### src/sgr_pkg.sv
// Shared types and constants of the scaled glyph row renderer.
`timescale 1ns / 1ps
package sgr_pkg;

   localparam int NUM_GLYPHS_DEF     = 256;
   localparam int MAX_GLYPH_ROWS_DEF = 32;
   localparam int GLYPH_BITS_DEF     = 32;
   localparam int MAX_SIZE_DEF       = 64;
   localparam int CELL_LIMIT         = 64;
   localparam int MASK_W             = 64;

   localparam logic       BG_TRANSPARENT_RST = 1'b1;
   localparam logic [6:0] TEXT_SIZE_RST      = 7'd8;
   localparam logic [5:0] FONT_HEIGHT_RST    = 6'd8;

   typedef enum logic [1:0] {
      CSR_TEXT_SIZE      = 2'd0,
      CSR_FONT_HEIGHT    = 2'd1,
      CSR_BG_TRANSPARENT = 2'd2
   } csr_idx_type;

   typedef enum logic [2:0] {
      OP_LOAD_ROW   = 3'd0,
      OP_LOAD_WIDTH = 3'd1,
      OP_DRAW       = 3'd2,
      OP_SET_CURSOR = 3'd3,
      OP_NEWLINE    = 3'd4
   } op_type;

   typedef struct packed {
      logic [6:0] text_size;
      logic [5:0] font_height;
      logic       bg_transparent;
   } cfg_type;

   typedef struct packed {
      op_type      op;
      logic [7:0]  char_code;
      logic [4:0]  row_index;
      logic [31:0] row_bits;
      logic [5:0]  glyph_width;
      logic [15:0] cursor_x;
      logic [15:0] cursor_y;
   } cmd_type;

endpackage

### src/sgr_front.sv
// Front end: accepts items, drops unknown ops, folds the character code, queues commands.
`timescale 1ns / 1ps
module sgr_front import sgr_pkg::*; #(
   parameter int NUM_GLYPHS = NUM_GLYPHS_DEF
) (
   input  logic        clock,
   input  logic        reset,
   input  logic        req_valid,
   output logic        req_ready,
   input  logic [2:0]  req_op,
   input  logic [7:0]  req_char_code,
   input  logic [4:0]  req_row_index,
   input  logic [31:0] req_row_bits,
   input  logic [5:0]  req_glyph_width,
   input  logic [15:0] req_cursor_x,
   input  logic [15:0] req_cursor_y,
   output logic        cmd_valid,
   input  logic        cmd_ready,
   output cmd_type     cmd
);

   localparam int CH_RECIP = (1 << 16) / NUM_GLYPHS + 1;

   cmd_type     queue_ff [2];
   logic        wr_ptr_ff, wr_ptr_in;
   logic        rd_ptr_ff, rd_ptr_in;
   logic [1:0]  count_ff, count_in;
   logic        keep;
   logic        push;
   logic        pop;
   logic [23:0] ch_prod;
   logic [7:0]  ch_quot;
   logic [15:0] ch_back;
   logic [7:0]  ch_mod;
   cmd_type     cmd_new;

   // char_code mod NUM_GLYPHS by reciprocal, exact for 8-bit codes
   assign ch_prod = 24'(req_char_code) * 24'(CH_RECIP);
   assign ch_quot = ch_prod[23:16];
   assign ch_back = 16'(ch_quot) * 16'(NUM_GLYPHS);
   assign ch_mod  = req_char_code - ch_back[7:0];

   always_comb begin
      case (op_type'(req_op))
         OP_LOAD_ROW, OP_LOAD_WIDTH, OP_DRAW, OP_SET_CURSOR, OP_NEWLINE: keep = 1'b1;
         default: keep = 1'b0;
      endcase
   end

   always_comb begin
      cmd_new.op          = op_type'(req_op);
      cmd_new.char_code   = ch_mod;
      cmd_new.row_index   = req_row_index;
      cmd_new.row_bits    = req_row_bits;
      cmd_new.glyph_width = req_glyph_width;
      cmd_new.cursor_x    = req_cursor_x;
      cmd_new.cursor_y    = req_cursor_y;
   end

   assign req_ready = (count_ff != 2'd2);
   assign cmd_valid = (count_ff != 2'd0);
   assign cmd       = queue_ff[rd_ptr_ff];
   assign push      = req_valid && req_ready && keep;
   assign pop       = cmd_valid && cmd_ready;

   always_comb begin
      wr_ptr_in = push ? ~wr_ptr_ff : wr_ptr_ff;
      rd_ptr_in = pop ? ~rd_ptr_ff : rd_ptr_ff;
      count_in  = count_ff + 2'(push) - 2'(pop);
   end

   always_ff @(posedge clock) begin
      if (reset) begin
         wr_ptr_ff <= 1'b0;
         rd_ptr_ff <= 1'b0;
         count_ff  <= 2'd0;
      end else begin
         wr_ptr_ff <= wr_ptr_in;
         rd_ptr_ff <= rd_ptr_in;
         count_ff  <= count_in;
      end
   end

   always_ff @(posedge clock) begin
      if (push) begin
         queue_ff[wr_ptr_ff] <= cmd_new;
      end
   end

endmodule

### config.mk
export PLATFORM = sky130hd
export DESIGN_NAME = sgr_front
export DESIGN_NICKNAME = d
export VERILOG_FILES = /design/src/sgr_pkg.sv /design/src/sgr_front.sv
export SDC_FILE = /design/constraint.sdc
export NUM_CORES = 1
export LEC_CHECK = 0
export BUFFER_PORTS_ARGS = -buffer_cell sky130_fd_sc_hd__buf_4
export CELL_PAD_IN_SITES_DETAIL_PLACEMENT = 0
export CELL_PAD_IN_SITES_GLOBAL_PLACEMENT = 1
export CORE_ASPECT_RATIO = 1.2
export CORE_UTILIZATION = 44
export DETAILED_ROUTE_END_ITERATION = 6
export PLACE_DENSITY_LB_ADDON = 0.1
export SETUP_SLACK_MARGIN = 0.15
export SLEW_MARGIN = 10
export SYNTH_ARGS = -nofsm -noshare
export SYNTH_HDL_FRONTEND = slang
export SYNTH_SLANG_ARGS = --single-unit
export TNS_END_PERCENT = 10
### constraint.sdc
create_clock -name clock -period 5.9 [get_ports clock]
set_input_delay 0.295 -clock clock [delete_from_list [all_inputs] [get_ports clock]]
set_output_delay 0.295 -clock clock [all_outputs]
set_load 0.03 [all_outputs]
==> impl_metrics.toml, run 1 <==
[yosys]
yosysTopAreaCellShare = 0.777
ys.warnings.count = 0
yosysUniqueCellTypes = 21
synth_seq_cells = 177
synth.net_count = 387
async_flop_share = 0
syn_inst = 295
synth_edf_count = 172
synthTopCellsByCount = "edfxtp_1 (172), mux2_2 (47), mux2_4 (40)"
synth-main-ff-cell = "edfxtp_1"
synth_area_um2 = 6650
avgSynthCellArea_um2 = 22.5
synth_area_leaders = "edfxtp_1 (78%), mux2_4 (9.0%), mux2_2 (8.0%), dfxtp_1 (1.5%), buf_12 (1.2%)"
yosysSeqAreaShare = 0.792
yosysMostFrequentCell = "edfxtp_1"
yosysTopAreaCell = "edfxtp_1"

[clock_tree]
htreeDepth = 4
cts-resized-gates = 0
clock_latency_ps = 420
path_clk_slew_ps = 60
numCtsBuffers = 17
hold_buffers = 0
cts_sinks = 177
postCtsSetupBuffers = 0
cts_buffer_depth = 2
cts.root.buffer_cell = "clkbuf_16"
cts_tree = "done"

[timing]
period_minus_slack_ps = 2860
max_freq_mhz = 350
finalSetupViolations = 0
finalHoldViolCount = 0
worst_slew_pin_slew_ps = 983
fin_ws_ps = 3040
setup-tns-final_ps = 0
fin_skew_ps = 5.06
grt_setup_unrepaired = "false"
finalCritPeriodShare = 0.484
max_slew_margin = 0.345
drv_slew = 0

[flow_run]
drv_cap = 0

[finish]
area_delta_synth_final_pct = 32.5
layout-drive-gt1-share = 0.607
num_antenna_cells = 0
fin_nets = 576

[grt]
track_usage = 0.158
grt_overflow = 0
antenna_found_initial = 0
first_global_vias = 3380
grt_pass1_wl_um = 17700
grt_max_degree = 73

[floorplanning]
die_h_um = 137
core_um2 = 14600
initial_core_util = 0.455
fp.dieArea_um2 = 15600
die_x_um = 114
io_pins = 178
rows = 48

[placement]
port_buffers = 177
pre_cts_ws_ps = 3020
place.gp.congestion = 0.701

[setup_path]
worstPathRequired_ps = 5610
worst_setup_path_end_kind = "primary output"
start_kind = "flop"
critPathKind = "reg -> out"
arrival_ps = 2560
cp_max_fo = 55

[route]
post_drt_wl_per_cell_um = 17.2
firstDrtPassIters = 4
viasPerCell = 4.75
drt_iter0_drc = 136
via_count = 3308
drc_errors = 0
drt-total-wl_um = 12000
final_antenna_net_count = 0

[power]
p_leak_nw = 3.33
vdd_ir_drop_max_mv = 0.322
p_per_area_nw_per_um2 = 465

[min_path]
min_path_type = "in -> reg"

[run_status]
outcome = "completed"
through the flow:
stage                     utilization  power (mW)  instance area, µm²  hold WS [ps]  std cells
after detailed placement        0.558        2.89                8140           483        665
final                           0.603        4.09                8800          51.7        696
after floorplan                     -        2.53                6650           367        295
after global routing            0.603        4.25                8800          32.8        696
after CTS                       0.603        4.14                8800          30.1        696
after global placement          0.558        2.88                8140           480        665
critical path, stage by stage (launching register included):
cell and delay [ps]:
dfxtp_4 890, buf_4 610, mux2_2 410, buf_4 170
final cells by class:
| class | instances | area [µm²] |
|---|---|---|
| repair buffers | 180 | 1350 |
| multi-input cells | 106 | 1260 |
| clock inverters | 14 | 238 |
| fillers | 1147 | 5790 |
| well taps | 200 | 250 |
| clock buffers | 17 | 425 |
| flip-flops and latches | 177 | 5270 |
| inverters | 2 | 7.51 |
placed cells by master, fill, tap and decap left out:
cell / n
xor2_1: 1
o21ai_0: 1
nand2b_1: 1
clkinv_1: 1
nor2_1: 5
or2_2: 1
xnor2_1: 1
clkbuf_16: 17
clkinv_2: 1
edfxtp_1: 172
and2_1: 1
nand3_1: 1
dfxtp_1: 4
bufinv_16: 6
dfxtp_4: 1
nor3_1: 1
ha_1: 2
o21a_1: 1
inv_1: 2
mux2_4: 40
nor2b_1: 1
inv_6: 1
clkinv_4: 2
buf_4: 180
mux2_2: 47
nor2_4: 2
clkinvlp_4: 3
worst paths after layout:
kind	start	endpoint	slack, ps	cells after the start
setup / recovery	flop	cmd[12]	3040	3
hold / removal	req_glyph_width[1]	queue_ff[1][33]	50	1
setup reg to reg	count_ff[0]	queue_ff[0][18]	3170	4
hold reg to reg	rd_ptr_ff	rd_ptr_ff	510	2
metal layers:
layer / GRT usage / part of all wire
met5: 0 / 0
met4: 0.0750 / 0.022
met3: 0.0607 / 0.074
met2: 0.269 / 0.52
met1: 0.175 / 0.39
flip-flops by register name, summed over array words and instances (netlist names), named ones only:
register / cells
count_ff: 2
wr_ptr_ff: 1
queue_ff: 172
rd_ptr_ff: 1
kinds of logic (layout without fill, tap and decap cells):
kind of cell / after synthesis / after routing / synth area share
buf+inv: 12 / 213 / 0.0201
fa+ha+maj: 2 / 2 / 0.00377
compound gates: 2 / 2 / 0.00188
simple gates: 13 / 13 / 0.00923
flops: 177 / 177 / 0.792
xor+xnor: 2 / 2 / 0.00264
mux: 87 / 87 / 0.170
where the power goes:
part	leakage [nW]	total (mW)	switching, mW	internal, mW
Clock	0.313	1.24	0.454	0.791
Combinational	1.39	1.22	0.670	0.547
Sequential	1.63	1.63	0.0956	1.53
Total	3.33	4.09	1.22	2.87
Note: power is estimated with default switching activity, not from simulation.
==> run 2, diff against run 1 <==
- ABC_AREA: unset -> 1
- CORE_UTILIZATION: 44 -> 40
- clock period: 5.9 -> 2.6 ns (I/O delays scaled with it)
==> run 2 against run 1 <==
Compared with the run above:
- critical path depth did not move
- routed wire length rose by 4.4%
- setup slack got worse by 2400 ps
- critical endpoint is now cmd[2]
- first-iteration DRC count rose by 27%
- via count rose by 11%
- area after synthesis rose by 0.19%
- power rose by 110%
- worst hold slack improved by 81 ps
- sequential share of layout area fell by 5.2 points
- clock skew rose by 2.8 ps
==> impl_metrics.toml, run 2 <==
[yosys]
yosysSeqAreaShare = 0.791
synth_top_family_by_area = "multiplexers"
yosysTopAreaCellShare = 0.776
muxShareOfSynthArea = 0.168
synth.net_count = 396
synth_area_um2 = 6660
synthXorXnorAreaFrac = 0.00132
async_flop_share = 0
synth_edf_count = 172
synth-main-ff-cell = "edfxtp_1"
synth-simple-area-share = 0.00977
yosysTopAreaCell = "edfxtp_1"
synth_seq_cells = 177
yosysUniqueCellTypes = 17
synthTopCellsByCount = "edfxtp_1 (172), mux2_2 (46), mux2_4 (40)"
syn_inst = 304
synth_area_leaders = "edfxtp_1 (78%), mux2_4 (9.0%), mux2_2 (7.8%), dfxtp_1 (1.5%), buf_12 (1.2%)"
synth-compound-area-share = 0.00338
yosysMostFrequentCell = "edfxtp_1"
ys.warnings.count = 0
avgSynthCellArea_um2 = 21.9
synth_fa_ha_area_frac = 0.00376

[clock_tree]
cts_tree = "done"
postCtsSetupBuffers = 0
clock_latency_ps = 420
cts.root.buffer_cell = "clkbuf_16"
htreeDepth = 4
numCtsBuffers = 17
cts_sinks = 177
cts_buffer_depth = 2
path_clk_slew_ps = 60

[setup_path]
r2r-start = "count_ff[0]"
cp_max_fo = 26
path_delay_family = "buffers and inverters"
cp_cell_sequence = "buf_4 > mux2_2 > buf_4"
worst_setup_path_end_kind = "primary output"
arrival_ps = 1830
cpMostUsedCell = "buf_4"
ff2ff_path_depth = 10
path_buf_inv = 2
crit_cells = 3
worstPathRequired_ps = 2470
start_kind = "flop"
critPathKind = "reg -> out"
slowest_stage = "dfxtp_4"
max_stage_delay_ps = 430

[power]
switching_power_mw = 2.52
seqPwrFrac = 0.418
p_leak_nw = 3.69
p_per_area_nw_per_um2 = 876
power_mw = 8.45
p_clk_frac = 0.274
netSwitchingFraction = 0.298
vdd_ir_drop_max_mv = 0.564
comb_power_share = 0.308
power.internal_mw = 5.93

[timing]
grt_setup_unrepaired = "false"
finalCritPeriodShare = 0.753
fin_skew_ps = 7.84
setup-tns-final_ps = 0
finalHoldViolCount = 0
period_minus_slack_ps = 1960
max_slew_margin = 0.722
finalSetupViolations = 0
drv_slew = 0
max_freq_mhz = 511
worst_slew_pin_slew_ps = 417

[route]
viasPerCell = 4.54
drt_iter0_drc = 173
firstDrtPassIters = 4
drt-total-wl_um = 12500
final_antenna_net_count = 0
drc_errors = 0
via_count = 3671
post_drt_wl_per_cell_um = 15.4

[finish]
area_delta_synth_final_pct = 44.8
largest_register_ffs = 172
final_cell_mix = "buf_4 (180), edfxtp_1 (172), dlygate4sd3_1 (87)"
num_antenna_cells = 0
layout-drive-gt1-share = 0.499
final_common_cell = "buf_4"
top_regs = "queue_ff x172, count_ff x2"
fin_nets = 676
finalInstanceArea_um2 = 9640
regMostFlops = "queue_ff"

[floorplanning]
die_h_um = 143
rows = 51
die_x_um = 120
initial_core_util = 0.409
fp.dieArea_um2 = 17200
io_pins = 178
core_um2 = 16300

[placement]
hpwl_um = 7850
port_buffers = 177
place.gp.congestion = 0.675
post_dp_cell_area_um2 = 8240

[min_path]
min_path_type = "in -> reg"
hp-start = "req_valid"
holdPathStages = 5

[grt]
first_global_vias = 3941
grt_overflow = 0
antenna_found_initial = 0
grt_pass1_wl_um = 18800
grt_max_degree = 71
track_usage = 0.149

[flow_run]
drv_cap = 0

[run_status]
outcome = "completed"
run 2: cells by family (layout without fill, tap and decap cells):
logic type	after synthesis	count (layout)
fa+ha+maj	2	2
mux	86	86
simple gates	17	17
xor+xnor	1	1
flops	177	177
buf+inv	17	310
compound gates	4	4
run 2: area by class of cell:
type	count	area (µm²)
Clock inverter	10	85.1
Multi-Input combinational cell	110	1250
Fill cell	1268	6630
Tap cell	212	265
Timing Repair Buffer	271	2300
Inverter	7	27.5
Clock buffer	22	444
Sequential cell	177	5270
run 2: what timing repair did:
item | 4_1_cts | 5_1_grt
gates resized for setup | 0 | 0
hold buffers | 87 | 0
endpoints found under the hold margin | 176 | 0
run 2: routing by layer:
layer	global-route usage	routed length, µm	part of all wire
met5	0	0	0
met4	0.0651	277	0.022
met3	0.0611	891	0.071
met2	0.261	6440	0.52
met1	0.157	4870	0.39
run 2: metrics by stage:
| stage | cells | hold slack (ps) | util | setup WS [ps] |
|---|---|---|---|---|
| after floorplan | 304 | 201 | - | -213 |
| after global placement | 690 | 302 | 0.506 | 904 |
| after detailed placement | 690 | 308 | 0.506 | 857 |
| after CTS | 809 | 110 | 0.592 | 583 |
| after global routing | 809 | 169 | 0.592 | 547 |
| final | 809 | 133 | 0.592 | 641 |
run 2: worst register-to-register path: stages, from the launching register on:
cell and delay (ps):
dfxtp_1 360, inv_1 80, a21oi_1 210, nand2_1 150, ha_1 300, inv_1 40, ha_1 180, xnor2_1 180
nand2_1 70, nand2_1 60, nor2_1 40
run 2: final timing paths:
kind                      end  slack (ps)
setup / recovery       cmd[2]         640
hold / removal      wr_ptr_ff         130
setup reg to reg  count_ff[1]         830
hold reg to reg          flop         490
run 2: power groups by stage:
stage | Sequential, mW | Combinational [mW] | Clock (mW)
global placement | 3.58 | 2.52 | 0
detailed placement | 3.60 | 2.53 | 0
CTS | 3.54 | 2.64 | 2.38
finish | 3.53 | 2.60 | 2.31
global route | 3.56 | 2.76 | 2.49
floorplan | 3.57 | 1.77 | 0
